$ cat config.mk
export PLATFORM = sky130hd
export DESIGN_NAME = bitmap_first_fit_range_allocator_top
export DESIGN_NICKNAME = d
export VERILOG_FILES = /design/src/rtl/core/bffa_pkg.sv /design/src/rtl/core/bffa_ctrl.sv /design/src/rtl/core/bffa_dp.sv /design/src/rtl/core/bitmap_first_fit_range_allocator_top.sv
export SDC_FILE = /design/constraint.sdc
export NUM_CORES = 2
export LEC_CHECK = 0
export ABC_AREA = 1
export BUFFER_PORTS_ARGS = -buffer_cell sky130_fd_sc_hd__buf_2
export CORE_UTILIZATION = 45
export DETAILED_ROUTE_END_ITERATION = 10
export PLACE_DENSITY = 0.64
export RECOVER_POWER = 25
export SYNTH_ARGS = -nofsm -noshare
export SYNTH_HDL_FRONTEND = slang
export SYNTH_SLANG_ARGS = --single-unit
$ cat constraint.sdc
create_clock -name i_clk -period 6.39 [get_ports i_clk]
set_input_delay 0.639 -clock i_clk [delete_from_list [all_inputs] [get_ports i_clk]]
set_output_delay 0.639 -clock i_clk [all_outputs]
set_load 0.02 [all_outputs]
$ cat src/rtl/core/bffa_pkg.sv
// shared types and constants for the bitmap first-fit allocator
package bffa_pkg;

    localparam int MAX_SLOTS_DEF = 1024;
    localparam int MAP_WORD_BITS_DEF = 64;
    localparam int CNT_W = 11;
    localparam int SLOT_W = 10;

    localparam logic [1:0] ST_DONE = 2'd0;
    localparam logic [1:0] ST_INVALID = 2'd1;
    localparam logic [1:0] ST_NOFIT = 2'd2;

    localparam logic KIND_ALLOC = 1'b0;
    localparam logic KIND_RELEASE = 1'b1;

    typedef enum logic [2:0] {
        S_IDLE,
        S_CHECK,
        S_SCAN,
        S_WRITE,
        S_CLEAR,
        S_REPORT
    } t_state;

    typedef struct packed {
        logic load;
        logic check;
        logic scan;
        logic write;
        logic clear;
        logic report;
    } t_cmd;

    typedef struct packed {
        logic invalid;
        logic is_release;
        logic scan_hit;
        logic scan_end;
        logic write_end;
        logic clear_end;
    } t_stat;

endpackage

$ cat src/rtl/core/bffa_ctrl.sv
// controller state machine for the allocator
module bffa_ctrl (
    input  logic             i_clk,
    input  logic             i_rst_n,
    input  logic             i_start,
    input  logic             i_cfg_wr,
    input  bffa_pkg::t_stat  i_stat,
    output logic             o_busy,
    output bffa_pkg::t_cmd   o_cmd
);

    bffa_pkg::t_state r_state;
    bffa_pkg::t_state n_state;

    always_ff @(posedge i_clk) begin
        if (!i_rst_n) begin
            r_state <= bffa_pkg::S_CLEAR;
        end else if (i_cfg_wr) begin
            r_state <= bffa_pkg::S_CLEAR;
        end else begin
            r_state <= n_state;
        end
    end

    always_comb begin
        n_state = r_state;
        unique case (r_state)
            bffa_pkg::S_IDLE: begin
                if (i_start) n_state = bffa_pkg::S_CHECK;
            end
            bffa_pkg::S_CHECK: begin
                if (i_stat.invalid) n_state = bffa_pkg::S_REPORT;
                else if (i_stat.is_release) n_state = bffa_pkg::S_WRITE;
                else n_state = bffa_pkg::S_SCAN;
            end
            bffa_pkg::S_SCAN: begin
                if (i_stat.scan_hit) n_state = bffa_pkg::S_WRITE;
                else if (i_stat.scan_end) n_state = bffa_pkg::S_REPORT;
            end
            bffa_pkg::S_WRITE: begin
                if (i_stat.write_end) n_state = bffa_pkg::S_REPORT;
            end
            bffa_pkg::S_CLEAR: begin
                if (i_stat.clear_end) n_state = bffa_pkg::S_IDLE;
            end
            bffa_pkg::S_REPORT: n_state = bffa_pkg::S_IDLE;
            default: n_state = bffa_pkg::S_IDLE;
        endcase
    end

    always_comb begin
        o_cmd = '0;
        o_busy = 1'b1;
        unique case (r_state)
            bffa_pkg::S_IDLE: begin
                o_busy = 1'b0;
                o_cmd.load = i_start;
            end
            bffa_pkg::S_CHECK: o_cmd.check = 1'b1;
            bffa_pkg::S_SCAN: o_cmd.scan = 1'b1;
            bffa_pkg::S_WRITE: o_cmd.write = 1'b1;
            bffa_pkg::S_CLEAR: o_cmd.clear = 1'b1;
            bffa_pkg::S_REPORT: o_cmd.report = 1'b1;
            default: o_busy = 1'b1;
        endcase
    end

    a_report_idle: assert property (@(posedge i_clk) disable iff (!i_rst_n)
        o_cmd.report && !i_cfg_wr |=> !o_busy) else $error("report not followed by idle");
    a_one_cmd: assert property (@(posedge i_clk) $onehot0(o_cmd))
        else $error("more than one command");
    a_load_idle: assert property (@(posedge i_clk) disable iff (!i_rst_n)
        o_cmd.load |-> !o_busy) else $error("load while busy");

endmodule

$ cat src/rtl/core/bffa_dp.sv
// datapath: occupancy memory, run scan, mark and clear sweeps
module bffa_dp #(
    parameter int MAX_SLOTS = bffa_pkg::MAX_SLOTS_DEF,
    parameter int MAP_WORD_BITS = bffa_pkg::MAP_WORD_BITS_DEF
) (
    input  logic                       i_clk,
    input  logic                       i_rst_n,
    input  bffa_pkg::t_cmd             i_cmd,
    input  logic                       i_cfg_wr,
    input  logic [bffa_pkg::CNT_W-1:0] i_cfg_total,
    input  logic                       i_kind,
    input  logic [bffa_pkg::SLOT_W-1:0] i_first_slot,
    input  logic [bffa_pkg::CNT_W-1:0] i_slot_count,
    output bffa_pkg::t_stat            o_stat,
    output logic [bffa_pkg::CNT_W-1:0] o_total,
    output logic                       o_valid,
    output logic [1:0]                 o_status,
    output logic [bffa_pkg::SLOT_W-1:0] o_run_start,
    output logic [bffa_pkg::CNT_W-1:0] o_free_slots
);

    localparam int WORDS = (MAX_SLOTS + MAP_WORD_BITS - 1) / MAP_WORD_BITS;
    localparam int AW = (WORDS > 1) ? $clog2(WORDS) : 1;
    localparam int BW = $clog2(MAP_WORD_BITS);
    localparam int IW = AW + BW;
    localparam int BIG_W = (IW + 1 > bffa_pkg::CNT_W) ? IW + 1 : bffa_pkg::CNT_W;
    localparam logic [BIG_W-1:0] MAXV = BIG_W'(MAX_SLOTS);

    logic [MAP_WORD_BITS-1:0] r_mem [WORDS];
    logic [bffa_pkg::CNT_W-1:0] r_total;
    logic r_kind;
    logic [bffa_pkg::SLOT_W-1:0] r_first;
    logic [bffa_pkg::CNT_W-1:0] r_count;
    logic [BIG_W-1:0] r_used;
    logic [BIG_W-1:0] r_pos;
    logic [BIG_W-1:0] r_run;
    logic [BIG_W-1:0] r_rstart;
    logic [BIG_W-1:0] r_end;
    logic [MAP_WORD_BITS-1:0] r_rd;
    logic r_rd_ok;
    logic r_wr_set;
    logic [1:0] r_status;
    logic [AW-1:0] r_clr;

    logic [BIG_W-1:0] tot;
    logic [BIG_W-1:0] cnt_x;
    logic [BIG_W-1:0] first_x;
    logic bad;
    logic bit_used;
    logic [BIG_W-1:0] run_inc;
    logic [BIG_W-1:0] n_pos;
    logic [AW-1:0] rd_addr;
    logic [AW-1:0] pos_word;
    logic [BW-1:0] pos_bit;
    logic [BIG_W-1:0] free_w;

    assign tot = (BIG_W'(r_total) > MAXV) ? MAXV : BIG_W'(r_total);
    assign cnt_x = BIG_W'(r_count);
    assign first_x = BIG_W'(r_first);
    assign o_total = r_total;
    assign pos_word = r_pos[BW +: AW];
    assign pos_bit = r_pos[BW-1:0];
    assign bit_used = r_rd[pos_bit];
    assign run_inc = r_run + 1'b1;
    assign n_pos = r_pos + 1'b1;

    always_comb begin
        if (r_kind == bffa_pkg::KIND_ALLOC) begin
            bad = (r_count == '0) || (cnt_x > tot);
        end else begin
            bad = (r_count == '0) || (first_x >= tot)
                  || ({1'b0, first_x} + {1'b0, cnt_x} > {1'b0, tot});
        end
    end

    // read address follows the next position once the current word is exhausted
    always_comb begin
        rd_addr = pos_word;
        if (r_rd_ok && (pos_bit == BW'(MAP_WORD_BITS - 1))) begin
            rd_addr = n_pos[BW +: AW];
        end
    end

    assign o_stat.invalid = bad;
    assign o_stat.is_release = (r_kind == bffa_pkg::KIND_RELEASE);
    assign o_stat.scan_hit = r_rd_ok && (r_pos < tot) && !bit_used && (run_inc == cnt_x);
    assign o_stat.scan_end = r_rd_ok && (n_pos >= tot);
    assign o_stat.write_end = r_rd_ok && (n_pos >= r_end);
    assign o_stat.clear_end = (r_clr == AW'(WORDS - 1));

    always_ff @(posedge i_clk) begin
        if (i_cmd.clear) begin
            r_mem[r_clr] <= '0;
        end else if (i_cmd.write && r_rd_ok) begin
            r_mem[pos_word] <= r_wr_set ? (r_rd | (MAP_WORD_BITS'(1) << pos_bit))
                                        : (r_rd & ~(MAP_WORD_BITS'(1) << pos_bit));
        end
        if (!r_rd_ok || pos_bit == BW'(MAP_WORD_BITS - 1)) begin
            r_rd <= r_mem[rd_addr];
        end else if (i_cmd.write) begin
            r_rd[pos_bit] <= r_wr_set;
        end
    end

    always_ff @(posedge i_clk) begin
        if (!i_rst_n) begin
            r_total <= '0;
            r_used <= '0;
            r_clr <= '0;
            o_valid <= 1'b0;
            r_rd_ok <= 1'b0;
        end else begin
            o_valid <= 1'b0;
            if (i_cfg_wr) begin
                r_total <= i_cfg_total;
                r_used <= '0;
                r_clr <= '0;
            end else if (i_cmd.clear) begin
                r_clr <= r_clr + 1'b1;
                r_used <= '0;
            end
            if (i_cmd.load) begin
                r_rd_ok <= 1'b0;
            end else if (i_cmd.check) begin
                r_rd_ok <= 1'b0;
            end else if (i_cmd.scan && r_rd_ok && o_stat.scan_hit) begin
                r_rd_ok <= 1'b0;
            end else if (i_cmd.scan || i_cmd.write) begin
                r_rd_ok <= 1'b1;
            end
            if (i_cmd.write && r_rd_ok) begin
                if (r_wr_set && !bit_used) r_used <= r_used + 1'b1;
                else if (!r_wr_set && bit_used) r_used <= r_used - 1'b1;
            end
            if (i_cmd.report) o_valid <= 1'b1;
        end
    end

    always_ff @(posedge i_clk) begin
        if (i_cmd.load) begin
            r_kind <= i_kind;
            r_first <= i_first_slot;
            r_count <= i_slot_count;
        end
        if (i_cmd.check) begin
            r_run <= '0;
            r_rstart <= '0;
            r_status <= bad ? bffa_pkg::ST_INVALID : bffa_pkg::ST_DONE;
            r_wr_set <= (r_kind == bffa_pkg::KIND_ALLOC);
            r_pos <= (r_kind == bffa_pkg::KIND_RELEASE) ? first_x : '0;
            r_end <= first_x + cnt_x;
        end
        if (i_cmd.scan && r_rd_ok) begin
            if (o_stat.scan_hit) begin
                r_pos <= r_rstart;
                r_end <= r_rstart + cnt_x;
            end else begin
                if (o_stat.scan_end) r_status <= bffa_pkg::ST_NOFIT;
                if (bit_used) begin
                    r_run <= '0;
                    r_rstart <= n_pos;
                end else begin
                    r_run <= run_inc;
                end
                r_pos <= n_pos;
            end
        end
        if (i_cmd.write && r_rd_ok) begin
            r_pos <= n_pos;
        end
    end

    assign free_w = tot - ((r_used > tot) ? tot : r_used);

    always_ff @(posedge i_clk) begin
        if (i_cmd.report) begin
            o_status <= r_status;
            o_run_start <= (r_status == bffa_pkg::ST_DONE && r_kind == bffa_pkg::KIND_ALLOC)
                           ? r_rstart[bffa_pkg::SLOT_W-1:0] : '0;
            o_free_slots <= free_w[bffa_pkg::CNT_W-1:0];
        end
    end

    a_used_bound: assert property (@(posedge i_clk) disable iff (!i_rst_n)
        r_used <= MAXV) else $error("used count out of range");
    a_valid_pulse: assert property (@(posedge i_clk) disable iff (!i_rst_n)
        o_valid |=> !o_valid) else $error("result strobe longer than one cycle");
    a_clear_used: assert property (@(posedge i_clk) disable iff (!i_rst_n)
        i_cmd.clear |=> r_used == '0) else $error("used count not cleared");

endmodule

$ cat src/rtl/core/bitmap_first_fit_range_allocator_top.sv
// top level of the bitmap first-fit range allocator
// usage:
//   requests enter on start when busy is low; fields i_kind, i_first_slot,
//   i_slot_count are captured that cycle
//   a result word appears for one cycle with o_done high: o_status,
//   o_run_start, o_free_slots; the receiver cannot stall it
//   total_slots is written over the apb port at address 0 and clears the
//   map; the user must write it only while idle, the block does not enforce it
// operation:
//   an invalid request goes from the check to the report; allocate scans one
//   slot per cycle from slot 0 up to the hit or the total, then marks the
//   run one slot per cycle; release clears its range one slot per cycle;
//   one request at a time, the next one can enter in the cycle of the word
// reset:
//   a clearing pass sweeps the map word by word while busy stays high;
//   the same pass follows every total_slots write
module bitmap_first_fit_range_allocator_top #(
    parameter int MAX_SLOTS = bffa_pkg::MAX_SLOTS_DEF,
    parameter int MAP_WORD_BITS = bffa_pkg::MAP_WORD_BITS_DEF
) (
    input  logic                        i_clk,
    input  logic                        i_rst_n,
    input  logic                        start,
    output logic                        busy,
    input  logic                        i_kind,
    input  logic [bffa_pkg::SLOT_W-1:0] i_first_slot,
    input  logic [bffa_pkg::CNT_W-1:0]  i_slot_count,
    output logic                        o_done,
    output logic [1:0]                  o_status,
    output logic [bffa_pkg::SLOT_W-1:0] o_run_start,
    output logic [bffa_pkg::CNT_W-1:0]  o_free_slots,
    input  logic                        psel,
    input  logic                        penable,
    input  logic                        pwrite,
    input  logic [1:0]                  paddr,
    input  logic [31:0]                 pwdata,
    output logic [31:0]                 prdata,
    output logic                        pready
);

    bffa_pkg::t_cmd cmd;
    bffa_pkg::t_stat stat;
    logic cfg_wr;
    logic [bffa_pkg::CNT_W-1:0] total;

    assign pready = 1'b1;
    assign cfg_wr = psel && penable && pwrite && (paddr == 2'd0);
    assign prdata = (paddr == 2'd0) ? {21'd0, total} : 32'd0;

    bffa_ctrl u_ctrl (
        .i_clk(i_clk),
        .i_rst_n(i_rst_n),
        .i_start(start),
        .i_cfg_wr(cfg_wr),
        .i_stat(stat),
        .o_busy(busy),
        .o_cmd(cmd)
    );

    bffa_dp #(
        .MAX_SLOTS(MAX_SLOTS),
        .MAP_WORD_BITS(MAP_WORD_BITS)
    ) u_dp (
        .i_clk(i_clk),
        .i_rst_n(i_rst_n),
        .i_cmd(cmd),
        .i_cfg_wr(cfg_wr),
        .i_cfg_total(pwdata[bffa_pkg::CNT_W-1:0]),
        .i_kind(i_kind),
        .i_first_slot(i_first_slot),
        .i_slot_count(i_slot_count),
        .o_stat(stat),
        .o_total(total),
        .o_valid(o_done),
        .o_status(o_status),
        .o_run_start(o_run_start),
        .o_free_slots(o_free_slots)
    );

endmodule
==> results_dict.tcl <==
set metrics [dict create \
    violations "capacitance limit, slew limit" \
    worstSetupStartpointType "flop" \
    drc 0 \
    crit_start "u_dp.r_pos[0]" \
    worstMarginPinSlew_ns 3.73 \
    crit_path_end_kind "flop" \
    track_usage 0.247 \
    ys.flop_type "edfxtp_1" \
    crit_path_max_fanout 64 \
    hold_violations 0 \
    vias 40431 \
    drt_wl_total_um 156000 \
    tns_ns 0 \
    seqPwrFrac 0.523 \
    drive_above_1_share 0.0715 \
    die-height_um 353 \
    dieArea_mm2 0.125 \
    layout.nets 5547 \
    viasPerCell 5.70 \
    setup_viol 0 \
    ir_drop_v 0.000272 \
    finClkSkew_ns 0.0409 \
    clk_path_buf_depth 3 \
    arrival_ns 6.28 \
    routabilityCongestion 0.911 \
    cts_root_buf "clkbuf_16" \
    clk_pin_slew_ns 0.06 \
    async_flop_share 0 \
    r2r_slack_ns 0.44 \
    io_pins 120 \
    slew_headroom -1.49 \
    post_cts_buffers 0 \
    period_share 0.931 \
    p_sw_frac 0.213 \
    drv_cap 2 \
    htree_levels 4 \
    placedCellCount 6858 \
    worst-r2r-cell-count 9 \
    first_pass_iters 8 \
    p_sw_mw 3.58 \
    tritoncts "built" \
    cts_buffers 131 \
    ys_seq_area_frac 0.644 \
    combPwrFrac 0.026 \
    status "finished, violations left" \
    rr_startpoint "u_dp.r_pos[0]" \
    first_global_vias 37523 \
    first_iter_violations 4850 \
    synthToLayoutAreaGrowth_pct 11.7 \
    avgSynthCellArea_um2 10.3 \
    ant_nets 0 \
    die_w_um 353 \
    synth.cell_area_mm2 0.0554 \
    core_mm2 0.122 \
    wl_per_cell_um 22.0 \
    port_buffers 76 \
    drv_slew 99 \
    rows 128 \
    worstHoldStart "i_first_slot[8]" \
    hold_class "primary input to flop" \
    r2r_end "u_dp.r_rd[63]" \
    p_per_area_mw_per_mm2 272 \
    period_needed_ns 5.95 \
    hpwl_um 83100 \
    yosysWarnings 0 \
    fmaxAchievable_ghz 0.168 \
    synth-edff-count 1145 \
    intPower_mw 13.2 \
    syn_inst 5360 \
    crit_path_end "u_dp.r_rd[63]" \
    rsz0062_at_grt "no" \
    clk_latency_ns 0.77 \
    placed_cell_area_mm2 0.0578 \
    synth-seq-cells 1211 \
    grt_max_degree 194 \
    cts_hold_buf 0 \
    instances_no_fill 7096 \
    worstSetupPathType "flop to flop" \
    power.leakage_nw 23.1 \
    grt_pass1_wl_um 233000 \
    ys_types 51 \
    holdWs_ns 0.0531 \
    clock_sinks 1211 \
    gr-total-overflow 0 \
    postLayoutCellArea_mm2 0.0619 \
    antenna_found_initial 2 \
    cp.required_ns 6.73 \
    postCtsResizedCells 0 \
    initial_utilization 0.454 \
    p_clk_frac 0.451 \
]
-- per-stage QoR --
stage	power (mW)	worst slack [ns]	util
6_report	16.8	0.442	0.507
5_1_grt	17.3	0.322	0.507
4_1_cts	16.9	1.15	0.509
3_5_place_dp	9.40	1.16	0.474
3_3_place_gp	9.39	1.15	0.474
2_1_floorplan	9.25	1.67	-
-- registers in the layout, indices dropped and copies added, names as in the netlist --
| register | count |
|---|---|
| u_dp.r_rstart | 11 |
| u_dp.o_run_start | 10 |
| u_dp.r_status | 2 |
| u_ctrl.r_state | 3 |
| u_dp.o_total | 11 |
| u_dp.o_status | 2 |
| u_dp.r_mem | 1024 |
| u_dp.r_wr_set | 1 |
| u_dp.r_used | 11 |
| u_dp.o_valid | 1 |
| u_dp.cnt_x | 11 |
| u_dp.r_end | 11 |
| u_dp.r_rd | 64 |
| u_dp.r_run | 11 |
| u_dp.r_clr | 4 |
| u_dp.r_kind | 1 |
| u_dp.r_pos | 11 |
| u_dp.r_rd_ok | 1 |
| u_dp.r_first | 10 |
| u_dp.o_free_slots | 11 |
-- critical path, stage by stage (launching register included) --
cell and delay (ns):
edfxtp_1 0.40, clkbuf_2 0.71, ha_1 0.58, nand2_1 0.09
nor2_1 0.08, nand2_1 0.26, inv_1 0.10, nor2_1 0.17
clkbuf_1 2.64, o21ai_0 0.46
-- cell type report --
class                      instances  area (µm²)
clock buffer                     154        3430
fill                           10802       60100
inverter                         224         871
sequential                      1211       35700
antenna                            1        2.50
tap                             1625        2030
multi-input combinational       3613       17700
timing repair buffer             185        1300
clock inverter                    83         867
-- power groups by stage --
stage | logic, mW | clock network [mW] | registers (mW)
detailed placement | 0.437 | 0 | 8.96
floorplan | 0.278 | 0 | 8.97
global route | 0.480 | 7.99 | 8.80
finish | 0.436 | 7.59 | 8.79
global placement | 0.433 | 0 | 8.96
CTS | 0.439 | 7.68 | 8.79
-- per-layer routing --
| metal | routed length, µm | GRT usage | up-vias |
|---|---|---|---|
| li1 | - | - | 18699 |
| met1 | 64800 | 0.339 | 19486 |
| met2 | 72600 | 0.393 | 1928 |
| met3 | 14100 | 0.0437 | 318 |
| met4 | 4880 | 0.0871 | 0 |
| met5 | 0 | 0 | - |
-- worst min path at each step --
stage                             to  cells after the start
global route         u_dp.r_first[9]                      1
finish               u_dp.r_first[8]                      1
global placement    u_dp.o_status[1]                      0
detailed placement  u_dp.o_status[1]                      0
floorplan           u_dp.o_status[1]                      0
CTS                  u_dp.r_first[9]                      1
-- cells by family (layout without fill, tap and decap cells) --
| family | after synthesis | in the layout | synth area share |
|---|---|---|---|
| flops | 1211 | 1211 | 0.644 |
| simple gates | 3029 | 3029 | 0.232 |
| compound gates | 390 | 390 | 0.0425 |
| buf+inv | 556 | 646 | 0.0449 |
| fa+ha+maj | 119 | 119 | 0.0273 |
| xor+xnor | 53 | 53 | 0.00890 |
| other cells | 2 | 23 | 0.000136 |
-- Yosys cell counts, types with 2 or more instances --
cell type | instances | share of area
a21boi_0 | 2 | 0.00027
a21o_1 | 2 | 0.00027
a21oi_1 | 140 | 0.013
a311oi_1 | 64 | 0.010
a31oi_1 | 6 | 0.00068
buf_1 | 17 | 0.0012
buf_2 | 146 | 0.013
buf_4 | 57 | 0.0077
clkbuf_1 | 112 | 0.0076
clkinv_1 | 2 | 0.00014
conb_1 | 2 | 0.00014
dfxtp_1 | 66 | 0.024
edfxtp_1 | 1145 | 0.62
fa_1 | 3 | 0.0011
ha_1 | 116 | 0.026
inv_1 | 212 | 0.014
inv_2 | 9 | 0.00061
nand2_1 | 1722 | 0.12
nand2_2 | 3 | 0.00034
nand3_1 | 1018 | 0.092
nand3_2 | 2 | 0.00036
nand3b_1 | 4 | 0.00054
nand4_1 | 35 | 0.0040
nor2_1 | 208 | 0.014
nor2_2 | 3 | 0.00034
nor2_4 | 3 | 0.00061
nor3_1 | 25 | 0.0023
o2111ai_1 | 2 | 0.00032
o211ai_1 | 29 | 0.0039
o21a_1 | 5 | 0.00068
o21ai_0 | 104 | 0.0094
o21ai_1 | 18 | 0.0016
o21ai_2 | 2 | 0.00032
o21bai_1 | 4 | 0.00054
o31ai_1 | 5 | 0.00068
o41ai_1 | 2 | 0.00032
or2_2 | 2 | 0.00023
xnor2_1 | 11 | 0.0017
xor2_1 | 39 | 0.0062
xor2_2 | 2 | 0.00059
-- cells in the final DEF, fill, tap and decap left out, types with 11 or more instances in the layout --
cell type and instances:
dfxtp_1 66, nand3_1 1018, buf_2 35, nor2_4 20
nand2_1 1723, nor3_1 25, inv_1 209, nor2_2 12
nor2_1 182, edfxtp_1 1145, clkinv_1 32, o211ai_1 29
a311oi_2 33, clkbuf_16 134, clkinv_2 21, xnor2_1 11
a311oi_1 31, o21ai_0 104, xor2_1 39, nand4_1 35
conb_1 22, o21ai_1 17, ha_1 116, clkbuf_1 92
buf_12 22, a21oi_1 140, bufinv_16 12, buf_4 55
No activity file was read; power rests on OpenSTA's default activity.
